==> config.mk <==
export PLATFORM = sky130hd
export DESIGN_NAME = apsp_ctrl
export DESIGN_NICKNAME = d
export VERILOG_FILES = /design/src/rtl/apsp_pkg.sv /design/src/rtl/apsp_ctrl.sv
export SDC_FILE = /design/constraint.sdc
export NUM_CORES = 1
export LEC_CHECK = 0
export ABC_AREA = 1
export ABC_CLOCK_PERIOD_IN_PS = 3000
export BUFFER_PORTS_ARGS = -buffer_cell sky130_fd_sc_hd__buf_2
export CELL_PAD_IN_SITES_DETAIL_PLACEMENT = 1
export CELL_PAD_IN_SITES_GLOBAL_PLACEMENT = 1
export CORE_ASPECT_RATIO = 1.1
export CORE_UTILIZATION = 30
export CTS_CLUSTER_SIZE = 20
export DETAILED_ROUTE_END_ITERATION = 8
export PLACE_DENSITY = 0.82
export SYNTH_ARGS = -nofsm -noshare
export SYNTH_HDL_FRONTEND = slang
export SYNTH_SLANG_ARGS = --single-unit
export TNS_END_PERCENT = 5
==> constraint.sdc <==
create_clock -name clk -period 3 [get_ports clk]
set_input_delay 0.45 -clock clk [delete_from_list [all_inputs] [get_ports clk]]
set_output_delay 0.45 -clock clk [all_outputs]
set_load 0.02 [all_outputs]
==> src/rtl/apsp_pkg.sv <==
`timescale 1ns / 1ps

package apsp_pkg;

    localparam int VTX_W    = 6;
    localparam int WEIGHT_W = 16;
    localparam int DIST_W   = 24;
    localparam int OP_W     = 2;

    localparam logic [OP_W-1:0] OP_ADD    = 2'd0;
    localparam logic [OP_W-1:0] OP_REMOVE = 2'd1;
    localparam logic [OP_W-1:0] OP_QUERY  = 2'd2;

    localparam logic signed [DIST_W-1:0] DIST_MAX = {1'b0, {(DIST_W-1){1'b1}}};
    localparam logic signed [DIST_W-1:0] DIST_MIN = {1'b1, {(DIST_W-1){1'b0}}};

    // Commands from the controller to the datapath.
    typedef struct packed {
        logic clr_step;
        logic take;
        logic decode;
        logic copy_step;
        logic fw_init;
        logic row_read;
        logic row_load;
        logic relax;
        logic row_next;
        logic query_rd;
        logic query_load;
        logic load_out;
    } apsp_cmd_t;

    // Status from the datapath to the controller.
    typedef struct packed {
        logic sweep_last;
        logic need_mem;
        logic stale;
        logic ik_absent;
        logic j_last;
        logic last_row;
        logic out_free;
    } apsp_status_t;

endpackage

==> src/rtl/apsp_ctrl.sv <==
`timescale 1ns / 1ps

module apsp_ctrl (
    input  logic                  clk,
    input  logic                  rst_n,
    input  logic                  item_valid,
    input  apsp_pkg::apsp_status_t status,
    output apsp_pkg::apsp_cmd_t    cmd,
    output logic                  ready
);

    localparam logic [3:0] S_CLEAR      = 4'd0;
    localparam logic [3:0] S_IDLE       = 4'd1;
    localparam logic [3:0] S_DECODE     = 4'd2;
    localparam logic [3:0] S_COPY       = 4'd3;
    localparam logic [3:0] S_COPY_TAIL  = 4'd4;
    localparam logic [3:0] S_ROW_START  = 4'd5;
    localparam logic [3:0] S_ROW_LOAD   = 4'd6;
    localparam logic [3:0] S_RELAX      = 4'd7;
    localparam logic [3:0] S_QUERY_RD   = 4'd8;
    localparam logic [3:0] S_QUERY_LOAD = 4'd9;
    localparam logic [3:0] S_RESULT     = 4'd10;

    logic [3:0] state_reg;
    logic [3:0] state_next;

    always_ff @(posedge clk or negedge rst_n)
    begin
        if (!rst_n)
        begin
            state_reg <= S_CLEAR;
        end
        else
        begin
            state_reg <= state_next;
        end
    end

    assign ready = (state_reg == S_IDLE);

    always_comb
    begin
        cmd        = '0;
        state_next = state_reg;
        case (state_reg)
            S_CLEAR:
            begin
                cmd.clr_step = 1'b1;
                if (status.sweep_last)
                begin
                    state_next = S_IDLE;
                end
            end
            S_IDLE:
            begin
                if (item_valid)
                begin
                    cmd.take   = 1'b1;
                    state_next = S_DECODE;
                end
            end
            S_DECODE:
            begin
                cmd.decode = 1'b1;
                if (!status.need_mem)
                begin
                    state_next = S_RESULT;
                end
                else if (status.stale)
                begin
                    state_next = S_COPY;
                end
                else
                begin
                    state_next = S_QUERY_RD;
                end
            end
            S_COPY:
            begin
                cmd.copy_step = 1'b1;
                if (status.sweep_last)
                begin
                    state_next = S_COPY_TAIL;
                end
            end
            S_COPY_TAIL:
            begin
                // last copied entry lands in this cycle
                cmd.fw_init = 1'b1;
                state_next  = S_ROW_START;
            end
            S_ROW_START:
            begin
                cmd.row_read = 1'b1;
                state_next   = S_ROW_LOAD;
            end
            S_ROW_LOAD:
            begin
                cmd.row_load = 1'b1;
                if (status.ik_absent)
                begin
                    cmd.row_next = 1'b1;
                    state_next   = status.last_row ? S_QUERY_RD : S_ROW_START;
                end
                else
                begin
                    state_next = S_RELAX;
                end
            end
            S_RELAX:
            begin
                cmd.relax = 1'b1;
                if (status.j_last)
                begin
                    cmd.row_next = 1'b1;
                    state_next   = status.last_row ? S_QUERY_RD : S_ROW_START;
                end
            end
            S_QUERY_RD:
            begin
                cmd.query_rd = 1'b1;
                state_next   = S_QUERY_LOAD;
            end
            S_QUERY_LOAD:
            begin
                cmd.query_load = 1'b1;
                state_next     = S_RESULT;
            end
            S_RESULT:
            begin
                if (status.out_free)
                begin
                    cmd.load_out = 1'b1;
                    state_next   = S_IDLE;
                end
            end
            default:
            begin
                state_next = S_CLEAR;
            end
        endcase
    end

endmodule

# --- Word-level counts from Yosys, hierarchy flattened ---
# Index checks and enable logic that the tools add are counted.
word_totals:
  regBits: 4
  input_bits: 10
  out_inout_bits: 13
  wordCells: 44
classes:
  eq_ne: 15
  n_mux: 26
  reduce_logical: 2
ops:
  columns: ["op", "count"]
  rows:
  - ["case mux 4 bit (11 select lines)", 1]
  - ["two-way mux 4 bit", 9]
  - ["== test 4 x 3 -> 1 bit, second input constant", 4]
  - ["two-way mux 1 bit", 15]
  - ["== test 4 bit, second input constant", 3]
  - ["inequality test 2 bit, second input constant", 5]
  - ["== test 4 x 2 -> 1 bit, second input constant", 2]
  - ["AND reduction 5 bit", 1]
  - ["== test 4 x 1 -> 1 bit, second input constant", 1]
  - ["zero test 4 bit", 1]
  - ["case mux 1 bit (2 select lines)", 1]

# --- Depth between registers and ports, before layout ---
# Gate-level depths: netlist (run 1).
depth:
  ltp_word: 3
  depth_mapped: 9
  mapped_depth_nobuf: 9

# --- Worst setup path after synthesis (run 1) ---
# OpenSTA, ideal clock, no wires.
synth_path:
  path_type: "flip-flop to output port"
  from: "reg state_reg[0]"
  to: "out cmd[10] in the netlist's numbering"
  arrival_time_ns: 1.175
  t_required_ns: 2.550
  slack_ns: 1.375
  stages_incl_launch_ff: 5
  path_buffers: 0
  cell_sequence: "dfrtp_1 > inv_1 > nor2_1 > inv_1 > nor3_1"
synth_rtl:
  columns: ["item", "line", "rtl"]
  rows:
  - ["start, declared", "apsp_ctrl.sv:24", "logic [3:0] state_reg;"]
  - ["start signal, assigned", "apsp_ctrl.sv:35", "state_reg <= state_next;"]
  - ["end, declared", "apsp_ctrl.sv:8", "output apsp_pkg::apsp_cmd_t cmd,"]

==> results of run 1 <==
layer usage:
layer / wire, um / part of all wire, %
met5: 0 / 0
met4: 0 / 0
met3: 91 / 6.3
met2: 721 / 50
met1: 637 / 44
worst max-delay path: stages (launching register included):
cell	delay [ps]
sky130_fd_sc_hd__dfrtp_1	400
sky130_fd_sc_hd__inv_2	90
sky130_fd_sc_hd__nor2_2	250
sky130_fd_sc_hd__nand2_1	150
sky130_fd_sc_hd__o22ai_1	110
sky130_fd_sc_hd__buf_2	180
metrics by stage:
step | utilization, % | hold WS (ps) | std cells
6_report | 42.4 | 520 | 134
5_1_grt | 42.4 | 547 | 134
4_1_cts | 41.7 | 0.788 | 133
3_5_place_dp | 40.3 | 257 | 130
3_3_place_gp | 40.3 | 254 | 130
2_1_floorplan | - | 154 | 91
final timing paths:
kind	start	end	slack [ps]	depth (start not counted)
setup / recovery	state_reg[1]$_DFFE_PN0P_	cmd[3]	1130	5
hold / removal	status[2]	state_reg[2]$_DFFE_PN0P_	520	4
setup reg to reg	state_reg[1]$_DFFE_PN0P_	state_reg[2]$_DFFE_PN0P_	1670	7
hold reg to reg	state_reg[3]$_DFFE_PN0P_	state_reg[2]$_DFFE_PN0P_	730	3
max in group asynchronous	rst_n	state_reg[1]$_DFFE_PN0P_	2330	2
min in group asynchronous	rst_n	state_reg[0]$_DFFE_PN0P_	550	2
kinds of logic (layout without fill, tap and decap cells):
family / count (synthesis) / count (layout)
AO/OA/AOI/OAI: 4 / 4
buffers and inverters: 19 / 45
flip-flops: 4 / 4
AND/OR/NAND/NOR: 64 / 64
synthesized netlist by cell type, drive strengths merged:
| library cell | count | area share, % |
|---|---|---|
| nand2 | 35 | 28 |
| o21bai | 2 | 3.0 |
| nand4 | 1 | 1.2 |
| dfrtp | 4 | 20 |
| nand3 | 7 | 8.9 |
| inv | 19 | 14 |
| o211ai | 1 | 1.5 |
| o22ai | 1 | 1.2 |
| nor3 | 2 | 2.0 |
| nand3b | 2 | 3.0 |
| nor2 | 17 | 17 |
cell type report:
type | instances | area, sq um | area share (%)
clock buffers | 3 | 22.5 | 3.37
multi-input cells | 68 | 333 | 49.8
repair buffers | 23 | 120 | 18.0
well taps | 17 | 21.3 | 3.18
inverters | 19 | 71.3 | 10.7
flip-flops and latches | 4 | 100 | 15.0
where the power goes:
part	switching, W	internal [W]
registers	0.0000298	0.0000763
clock network	0.0000237	0.0000449
logic	0.000267	0.000130
total	0.000321	0.000251
==> impl_metrics.py, run 1 <==
metrics = {
    "timing": {
        "timing.final.crit_period_ps": 1870,
        "slew_at_the_pin_closest_to_its_max_slew_limit_ps": 295,
        "setup-violations-final": 0,
        "timing.fmax_mhz": 536,
        "fin_worst_skew_ps": 1.20,
        "slew_viol_final": 0,
        "period_share_pct": 62.2,
        "setup_repair_after_global_routing_missed_its_margin": "false",
        "final_hold_viol_count": 0,
        "worst_slack_ps": 1130,
        "setup_total_negative_slack_ps": 0,
        "slew-limit-headroom_pct": 80.3,
    },
    "critical_path": {
        "worstPathMaxFanout": 8,
        "arrival_ps": 1420,
        "worst_ep_required_time_ps": 2550,
        "crit_path_end_kind": "output port",
        "setup_cp_type": "register to output port",
        "critical_path.startpoint_type": "register",
    },
    "yosys": {
        "seq_area_frac_synth_pct": 19.9,
        "synth_nets": 101,
        "synth_top_family_by_area": "simple AND/OR/NAND/NOR gates",
        "post_synth_xor_area_fraction_pct": 0,
        "synth_area_sq_um": 504,
        "syn_inst": 91,
        "synthesized_area_fraction_occupied_by_ao_oa_aoi_and_oai_cells_pct": 5.71,
        "post_synth_fa_ha_maj_area_fraction_pct": 0,
        "synth_simple_gate_area_share_pct": 60.3,
        "synthMuxAreaShare_pct": 0,
        "syn-mean-instance-area_sq_um": 5.54,
        "synth_cell_types": 17,
        "yosys_register_bits": 4,
        "synth-warning-count": 0,
    },
    "cells_and_area": {
        "layout_common_cells": "sky130_fd_sc_hd__nand2_1, sky130_fd_sc_hd__buf_2, sky130_fd_sc_hd__inv_1",
        "number_of_flip_flops_in_the_largest_register": 4,
        "layout.cells.most_common": "sky130_fd_sc_hd__nand2_1",
        "post_route_cells_drive_above_1_share_pct": 32.5,
        "fin_nets": 129,
        "area_growth_pct": 32.5,
        "final_cell_area_sq_um": 668,
        "antenna-diode-count": 0,
        "filler_instances": 249,
    },
    "grt": {
        "top_usage_layer": "met2",
        "global_route.usage.met1_pct": 22.9,
        "met2_usage_pct": 30.9,
        "grt_first_pass_wirelength_um": 2300,
        "antenna_found_initial": 0,
        "global_route.usage.met3_pct": 7.39,
        "grt_max_degree": 9,
        "grt-ovfl-total": 0,
        "grt.total_usage_pct": 18.5,
        "grt_pass1_vias": 570,
    },
    "flow_run": {
        "max_cap_viol_count": 0,
    },
    "outcome": {
        "outcome": "finished clean",
    },
    "routing": {
        "finalWirelength_um": 1450,
        "detail_route.vias_per_cell": 4.72,
        "pre_antenna_drt_iters": 4,
        "drtAntennaViolNets": 0,
        "routed-via-count": 633,
        "detailedRoute.firstIterationViolations": 6,
        "route.detailed.drc": 0,
        "per_cell_routed_wire_length_um": 10.8,
    },
    "clocking": {
        "tritoncts": "yes",
        "clk_latency_ps": 240,
        "postCtsSetupBuffers": 0,
        "cts_made_buffers": 3,
        "clock_tree.htree_level_count": 1,
        "cts.path.max_buffers": 2,
        "worst_setup_hold_path_clk_slew_ps": 40,
        "cts_root_buf": "sky130_fd_sc_hd__clkbuf_4",
        "cts_sinks": 4,
        "cts-resized-gates": 0,
        "cts.hold.buffers_added": 0,
    },
    "power": {
        "powerDensity_mw_per_mm2": 856,
        "ir_worst_vdd_mv": 0.310,
        "p_leak_nw": 0.445,
        "total_power_w": 0.000572,
    },
    "placed_design": {
        "post-dp-hpwl_um": 1260,
        "placedInstanceArea_sq_um": 636,
        "portBuffers": 22,
        "place_ws_ps": 1370,
        "globalplace.congestion": 0.827,
    },
    "die": {
        "floorplan.die.height_um": 45,
        "io_pins": 23,
        "die_x_um": 41.1,
        "floorplan.initialDensity_pct": 32.0,
        "dieArea_sq_mm": 0.00185,
        "num_rows": 15,
        "core_sq_mm": 0.00158,
    },
    "hold_path": {
        "holdCritPathClass": "primary input to register",
    },
}
Note: power is estimated with default switching activity, not from simulation.
==> run 2, diff against run 1 <==
--- a/config.mk
+++ b/config.mk
@@ -6,15 +6,15 @@
 export NUM_CORES = 1
 export LEC_CHECK = 0
 export ABC_AREA = 1
-export ABC_CLOCK_PERIOD_IN_PS = 3000
+export ABC_CLOCK_PERIOD_IN_PS = 1500
 export BUFFER_PORTS_ARGS = -buffer_cell sky130_fd_sc_hd__buf_2
 export CELL_PAD_IN_SITES_DETAIL_PLACEMENT = 1
 export CELL_PAD_IN_SITES_GLOBAL_PLACEMENT = 1
 export CORE_ASPECT_RATIO = 1.1
-export CORE_UTILIZATION = 30
+export CORE_UTILIZATION = 25
 export CTS_CLUSTER_SIZE = 20
 export DETAILED_ROUTE_END_ITERATION = 8
-export PLACE_DENSITY = 0.82
+export PLACE_DENSITY = 0.73
 export SYNTH_ARGS = -nofsm -noshare
 export SYNTH_HDL_FRONTEND = slang
 export SYNTH_SLANG_ARGS = --single-unit
==> constraint.sdc (replaced) <==
create_clock -name clk -period 1.5 [get_ports clk]
set_input_delay 0.225 -clock clk [delete_from_list [all_inputs] [get_ports clk]]
set_output_delay 0.225 -clock clk [all_outputs]
set_load 0.02 [all_outputs]
==> run 2 against run 1 <==
  * Via count rose by 3.9%
  * Clock-buffer cell count did not move
  * Sequential power rose by 120%
  * Non-clock buffer count rose by 6
  * Clock skew rose by 4.6 ps
  * Worst hold slack got worse by 230 ps
  * First-iteration DRC count rose by 67%
  * Critical path depth did not move
  * Sequential share of layout area fell by 1.8 points
  * Cell count rose by 12%
  * Wire length rose by 9.2%
  * Largest cell class unchanged
==> impl_metrics.py, run 2 (synthesis results as in run 1) <==
metrics = {
    "die": {
        "core_sq_mm": 0.00184,
        "die_x_um": 44.8,
        "io_pins": 23,
        "floorplan.die.height_um": 49.1,
        "floorplan.initialDensity_pct": 27.4,
        "num_rows": 16,
        "dieArea_sq_mm": 0.00220,
    },
    "cells_and_area": {
        "layout_common_cells": "sky130_fd_sc_hd__nand2_1, sky130_fd_sc_hd__buf_2, sky130_fd_sc_hd__buf_4",
        "fin_nets": 135,
        "layout.cells.most_common": "sky130_fd_sc_hd__nand2_1",
        "final_cell_area_sq_um": 786,
        "post_route_cells_drive_above_1_share_pct": 45.5,
        "final-instance-count-excl-fill": 150,
        "number_of_flip_flops_in_the_largest_register": 4,
        "area_growth_pct": 55.8,
        "antenna-diode-count": 0,
        "filler_instances": 266,
    },
    "critical_path": {
        "cp_slowest_stage_delay_ps": 420,
        "worstSetupPathDepth": 5,
        "worst_ep_required_time_ps": 1270,
        "critical_path_cell_by_cell": "inv_2 > nor2_4 > nand2_2 > o22ai_2 > buf_4",
        "r2r_end": "state_reg[0]$_DFFE_PN0P_",
        "worstPathMaxFanout": 5,
        "setup_cp_type": "register to output port",
        "reg2reg_from": "state_reg[2]$_DFFE_PN0P_",
        "reg2reg_depth": 7,
        "timing.critical_path.slowest_stage_cell": "sky130_fd_sc_hd__dfrtp_2",
        "worst_setup_path_endpoint": "cmd[3]",
        "crit_path_end_kind": "output port",
        "cpLargestDelayFamily": "flip-flops",
        "startpoint": "state_reg[1]$_DFFE_PN0P_",
        "regToRegSetupSlack_ps": 140,
        "arrival_ps": 1260,
        "critical_path.startpoint_type": "register",
        "path_buf_inv": 2,
    },
    "clocking": {
        "cts.path.max_buffers": 2,
        "clock_tree.htree_level_count": 1,
        "tritoncts": "yes",
        "cts_root_buf": "sky130_fd_sc_hd__clkbuf_4",
        "clk_latency_ps": 240,
        "worst_setup_hold_path_clk_slew_ps": 40,
        "cts_sinks": 4,
        "cts_made_buffers": 3,
    },
    "timing": {
        "slew-limit-headroom_pct": 78.7,
        "fin_worst_skew_ps": 5.82,
        "slew_at_the_pin_closest_to_its_max_slew_limit_ps": 319,
        "setup-violations-final": 0,
        "period_share_pct": 99.1,
        "timing.fmax_mhz": 673,
        "final_hold_viol_count": 0,
        "timing.final.crit_period_ps": 1490,
        "slew_viol_final": 0,
        "setup_repair_after_global_routing_missed_its_margin": "true",
        "worst_hold_slack_ps": 289,
    },
    "routing": {
        "detailedRoute.firstIterationViolations": 10,
        "finalWirelength_um": 1580,
        "routed-via-count": 658,
        "drtAntennaViolNets": 0,
        "route.detailed.drc": 0,
        "detail_route.vias_per_cell": 4.39,
        "per_cell_routed_wire_length_um": 10.5,
        "pre_antenna_drt_iters": 4,
    },
    "outcome": {
        "outcome": "finished clean",
    },
    "grt": {
        "grt-ovfl-total": 0,
        "grt_pass1_vias": 647,
        "grt.total_usage_pct": 16.5,
        "antenna_found_initial": 0,
        "grt_first_pass_wirelength_um": 2640,
        "grt_max_degree": 6,
    },
    "placed_design": {
        "post-dp-hpwl_um": 1290,
        "globalplace.congestion": 0.803,
        "placedInstanceArea_sq_um": 656,
        "place.detailed.instances": 141,
        "portBuffers": 22,
    },
    "power": {
        "powerDensity_mw_per_mm2": 1700,
        "p_leak_nw": 0.475,
        "ir_worst_vdd_mv": 0.503,
    },
    "hold_path": {
        "holdCritPathClass": "primary input to register",
    },
    "flow_run": {
        "max_cap_viol_count": 0,
    },
}
run 2: routing by layer:
| metal | up-vias | GRT usage, % | routed length, um |
|---|---|---|---|
| met2 | 20 | 27.2 | 850 |
| met5 | - | 0 | 0 |
| met1 | 294 | 20.0 | 664 |
| li1 | 342 | - | - |
| met3 | 2 | 3.33 | 60 |
| met4 | 0 | 7.58 | 8 |
run 2: cell type report:
cell class,count,area (sq um),area share [%]
clock buffer,3,22.5,2.87
inverter,19,71.3,9.08
multi-input combinational,68,369,47.0
sequential,4,104,13.2
tap,27,33.8,4.30
timing repair buffer,29,185,23.6
run 2: power breakdown:
part / internal [W] / total (W) / switching (W)
Clock: 0.0000896 / 0.000137 / 0.0000470
Combinational: 0.000373 / 0.000961 / 0.000588
Sequential: 0.000159 / 0.000234 / 0.0000750
Total: 0.000622 / 0.00133 / 0.000710
run 2: worst reg2reg max path, delay by kind of cell, from the launching register on:
family                 cells  cell delay (ps)
buffers and inverters      1              150
flip-flops                 1              400
AND/OR/NAND/NOR            6              690
run 2: what timing repair did:
| action | in CTS | in global routing |
|---|---|---|
| resized for setup | 7 | 16 |
| endpoints found under the setup margin | 7 | 13 |
| pin swaps | 1 | 4 |
| buffers inserted | 4 | 1 |
| hold buffers | 1 | 0 |
| hold endpoints to repair | 4 | 0 |
run 2: through the flow:
| stage | power [W] | TNS, ps | util [%] | setup slack [ps] |
|---|---|---|---|---|
| floorplan | 0.000794 | 0 | - | 100 |
| global placement | 0.00101 | 0 | 35.6 | 186 |
| detailed placement | 0.00103 | 0 | 35.6 | 122 |
| CTS | 0.00125 | -69.8 | 40.1 | -40.3 |
| global route | 0.00147 | -138 | 42.7 | -44.4 |
| finish | 0.00133 | 0 | 42.7 | 13.6 |
run 2: how the worst min path moves through the flow:
stage | from | end | cells after the start
4_1_cts | status[2] | state_reg[2]$_DFFE_PN0P_ | 4
5_1_grt | rst_n | state_reg[2]$_DFFE_PN0P_ | 2
3_5_place_dp | rst_n | state_reg[1]$_DFFE_PN0P_ | 1
6_report | status[2] | state_reg[2]$_DFFE_PN0P_ | 4
3_3_place_gp | rst_n | state_reg[1]$_DFFE_PN0P_ | 1
2_1_floorplan | rst_n | state_reg[0]$_DFFE_PN0P_ | 0
==> run 3, diff against run 2 <==
--- a/config.mk
+++ b/config.mk
@@ -12,9 +12,12 @@
 export CELL_PAD_IN_SITES_GLOBAL_PLACEMENT = 1
 export CORE_ASPECT_RATIO = 1.1
 export CORE_UTILIZATION = 25
+export CTS_CLUSTER_DIAMETER = 100
 export CTS_CLUSTER_SIZE = 20
 export DETAILED_ROUTE_END_ITERATION = 8
 export PLACE_DENSITY = 0.73
+export RECOVER_POWER = 25
+export SLEW_MARGIN = 20
 export SYNTH_ARGS = -nofsm -noshare
 export SYNTH_HDL_FRONTEND = slang
 export SYNTH_SLANG_ARGS = --single-unit
==> run 3 against run 2 <==
  * Sequential power about the same
  * First-iteration DRC count is the same
  * Clock-buffer cell count did not move
  * Critical path type unchanged
==> impl_metrics.py, run 3 (synthesis results as in run 1) <==
metrics = {
    "placed_design": {
        "globalplace.congestion": 0.803,
        "post-dp-hpwl_um": 1290,
        "portBuffers": 22,
    },
    "clocking": {
        "clk_latency_ps": 240,
        "cts.path.max_buffers": 2,
        "cts_sinks": 4,
        "clock_tree.htree_level_count": 1,
        "tritoncts": "yes",
        "worst_setup_hold_path_clk_slew_ps": 40,
        "cts_made_buffers": 3,
        "cts_root_buf": "sky130_fd_sc_hd__clkbuf_4",
    },
    "critical_path": {
        "r2r_end": "state_reg[0]$_DFFE_PN0P_",
        "regToRegSetupSlack_ps": 140,
        "worst_ep_required_time_ps": 1270,
        "worstPathMaxFanout": 5,
        "reg2reg_depth": 7,
        "setup_cp_type": "register to output port",
        "reg2reg_from": "state_reg[2]$_DFFE_PN0P_",
        "arrival_ps": 1260,
        "critical_path.startpoint_type": "register",
        "crit_path_end_kind": "output port",
    },
    "power": {
        "switching_share_pct": 53.3,
        "clock_power_share_pct": 10.3,
        "powerDensity_mw_per_mm2": 1700,
        "p_int_w": 0.000622,
        "p_leak_nw": 0.472,
        "p_sw_w": 0.000710,
        "ir_worst_vdd_mv": 0.502,
        "p_comb_share_pct": 72.1,
        "seq_power_share_pct": 17.6,
    },
    "routing": {
        "detail_route.vias_per_cell": 4.39,
        "finalWirelength_um": 1580,
        "routed-via-count": 658,
        "drtAntennaViolNets": 0,
        "detailedRoute.firstIterationViolations": 10,
        "per_cell_routed_wire_length_um": 10.5,
        "pre_antenna_drt_iters": 4,
        "route.detailed.drc": 0,
    },
    "die": {
        "core_sq_mm": 0.00184,
        "floorplan.initialDensity_pct": 27.4,
        "floorplan.die.height_um": 49.1,
        "dieArea_sq_mm": 0.00220,
        "num_rows": 16,
        "io_pins": 23,
        "die_x_um": 44.8,
    },
    "timing": {
        "setup_repair_after_global_routing_missed_its_margin": "true",
        "timing.fmax_mhz": 673,
        "timing.final.crit_period_ps": 1490,
        "slew-limit-headroom_pct": 78.7,
        "fin_worst_skew_ps": 5.82,
        "period_share_pct": 99.1,
        "setup_total_negative_slack_ps": 0,
        "slew_viol_final": 0,
        "setup-violations-final": 0,
        "slew_at_the_pin_closest_to_its_max_slew_limit_ps": 319,
        "final_hold_viol_count": 0,
    },
    "outcome": {
        "outcome": "finished clean",
    },
    "cells_and_area": {
        "layout.cells.most_common": "sky130_fd_sc_hd__nand2_1",
        "multi_input_area_sq_um": 369,
        "finalCoreUtilization_pct": 42.6,
        "number_of_flip_flops_in_the_largest_register": 4,
        "layout_common_cells": "sky130_fd_sc_hd__nand2_1, sky130_fd_sc_hd__buf_4, sky130_fd_sc_hd__buf_2",
        "antenna-diode-count": 0,
        "seq_area_sq_um": 104,
        "post_route_cells_drive_above_1_share_pct": 44.7,
        "filler_instances": 266,
        "fin_nets": 135,
        "area_growth_pct": 55.6,
    },
    "hold_path": {
        "hold_path_cell_cnt": 4,
        "timing.hold.worst_endpoint": "state_reg[2]$_DFFE_PN0P_",
        "hp_start": "status[2]",
        "holdCritPathClass": "primary input to register",
    },
    "grt": {
        "grt.total_usage_pct": 16.5,
        "grt-ovfl-total": 0,
        "grt_max_degree": 6,
        "grt_first_pass_wirelength_um": 2640,
        "grt_pass1_vias": 647,
        "antenna_found_initial": 0,
    },
    "flow_run": {
        "max_cap_viol_count": 0,
    },
}
## run 3: cell count changes in the layout (fill, tap and decap cells not counted), sizes merged
cell	previous run	this run
clkbuf	3	4
buf	28	27
## run 3: power by group through the flow
stage	logic [W]	clock network [W]	registers, W
2_1_floorplan	0.000594	0	0.000199
3_3_place_gp	0.000803	0	0.000206
3_5_place_dp	0.000815	0	0.000212
4_1_cts	0.000888	0.000142	0.000224
5_1_grt	0.00108	0.000150	0.000242
6_report	0.000961	0.000137	0.000234
## run 3: routing by layer
metal  part of all wire [%]  wire (um)  GRT usage (%)  vias up
li1                       -          -              -      342
met1                     42        662           20.0      294
met2                     54        850           27.2       20
met3                    3.8         60           3.33        2
met4                   0.51          8           7.58        0
met5                      0          0              0        -
## run 3: timing repair
item / 4_1_cts / 5_1_grt
hold endpoints to repair: 4 / 0
gates resized for setup: 7 / 16
buffers inserted: 4 / 1
endpoints found under the setup margin: 7 / 13
pin swaps: 1 / 4
hold buffers: 1 / 0
cloned: 0 / 0
## run 3: worst max-delay path by stage
stage | from | depth (start not counted) | endpoint | slack (ps)
floorplan | state_reg[0]$_DFFE_PN0P_ | 4 | cmd[10] | 100
CTS | state_reg[0]$_DFFE_PN0P_ | 5 | cmd[10] | -40
finish | state_reg[1]$_DFFE_PN0P_ | 5 | cmd[3] | 10
global placement | state_reg[2]$_DFFE_PN0P_ | 5 | cmd[3] | 190
detailed placement | state_reg[0]$_DFFE_PN0P_ | 5 | cmd[10] | 120
global route | state_reg[3]$_DFFE_PN0P_ | 4 | cmd[3] | -40
## run 3: metrics by stage
stage	setup WS, ps	hold WS, ps	area (sq um)	total power (W)	instances
4_1_cts	-40.3	283	738	0.00125	149
3_3_place_gp	186	33.4	656	0.00101	141
3_5_place_dp	122	34.1	656	0.00103	141
2_1_floorplan	100	-70.6	504	0.000794	91
6_report	13.6	289	785	0.00133	150
5_1_grt	-44.4	326	785	0.00147	150
## run 3: layout make-up
class | instances | area share (%)
flip-flops and latches | 4 | 13.2
clock buffers | 3 | 2.87
multi-input cells | 68 | 47.0
inverters | 19 | 9.09
repair buffers | 29 | 23.4
well taps | 27 | 4.31
## run 3: worst max-delay path, stage by stage (launching register included)
cell and delay [ps]:
sky130_fd_sc_hd__dfrtp_2 420, sky130_fd_sc_hd__inv_2 90, sky130_fd_sc_hd__nor2_4 170, sky130_fd_sc_hd__nand2_2 90
sky130_fd_sc_hd__o22ai_2 90, sky130_fd_sc_hd__buf_4 160
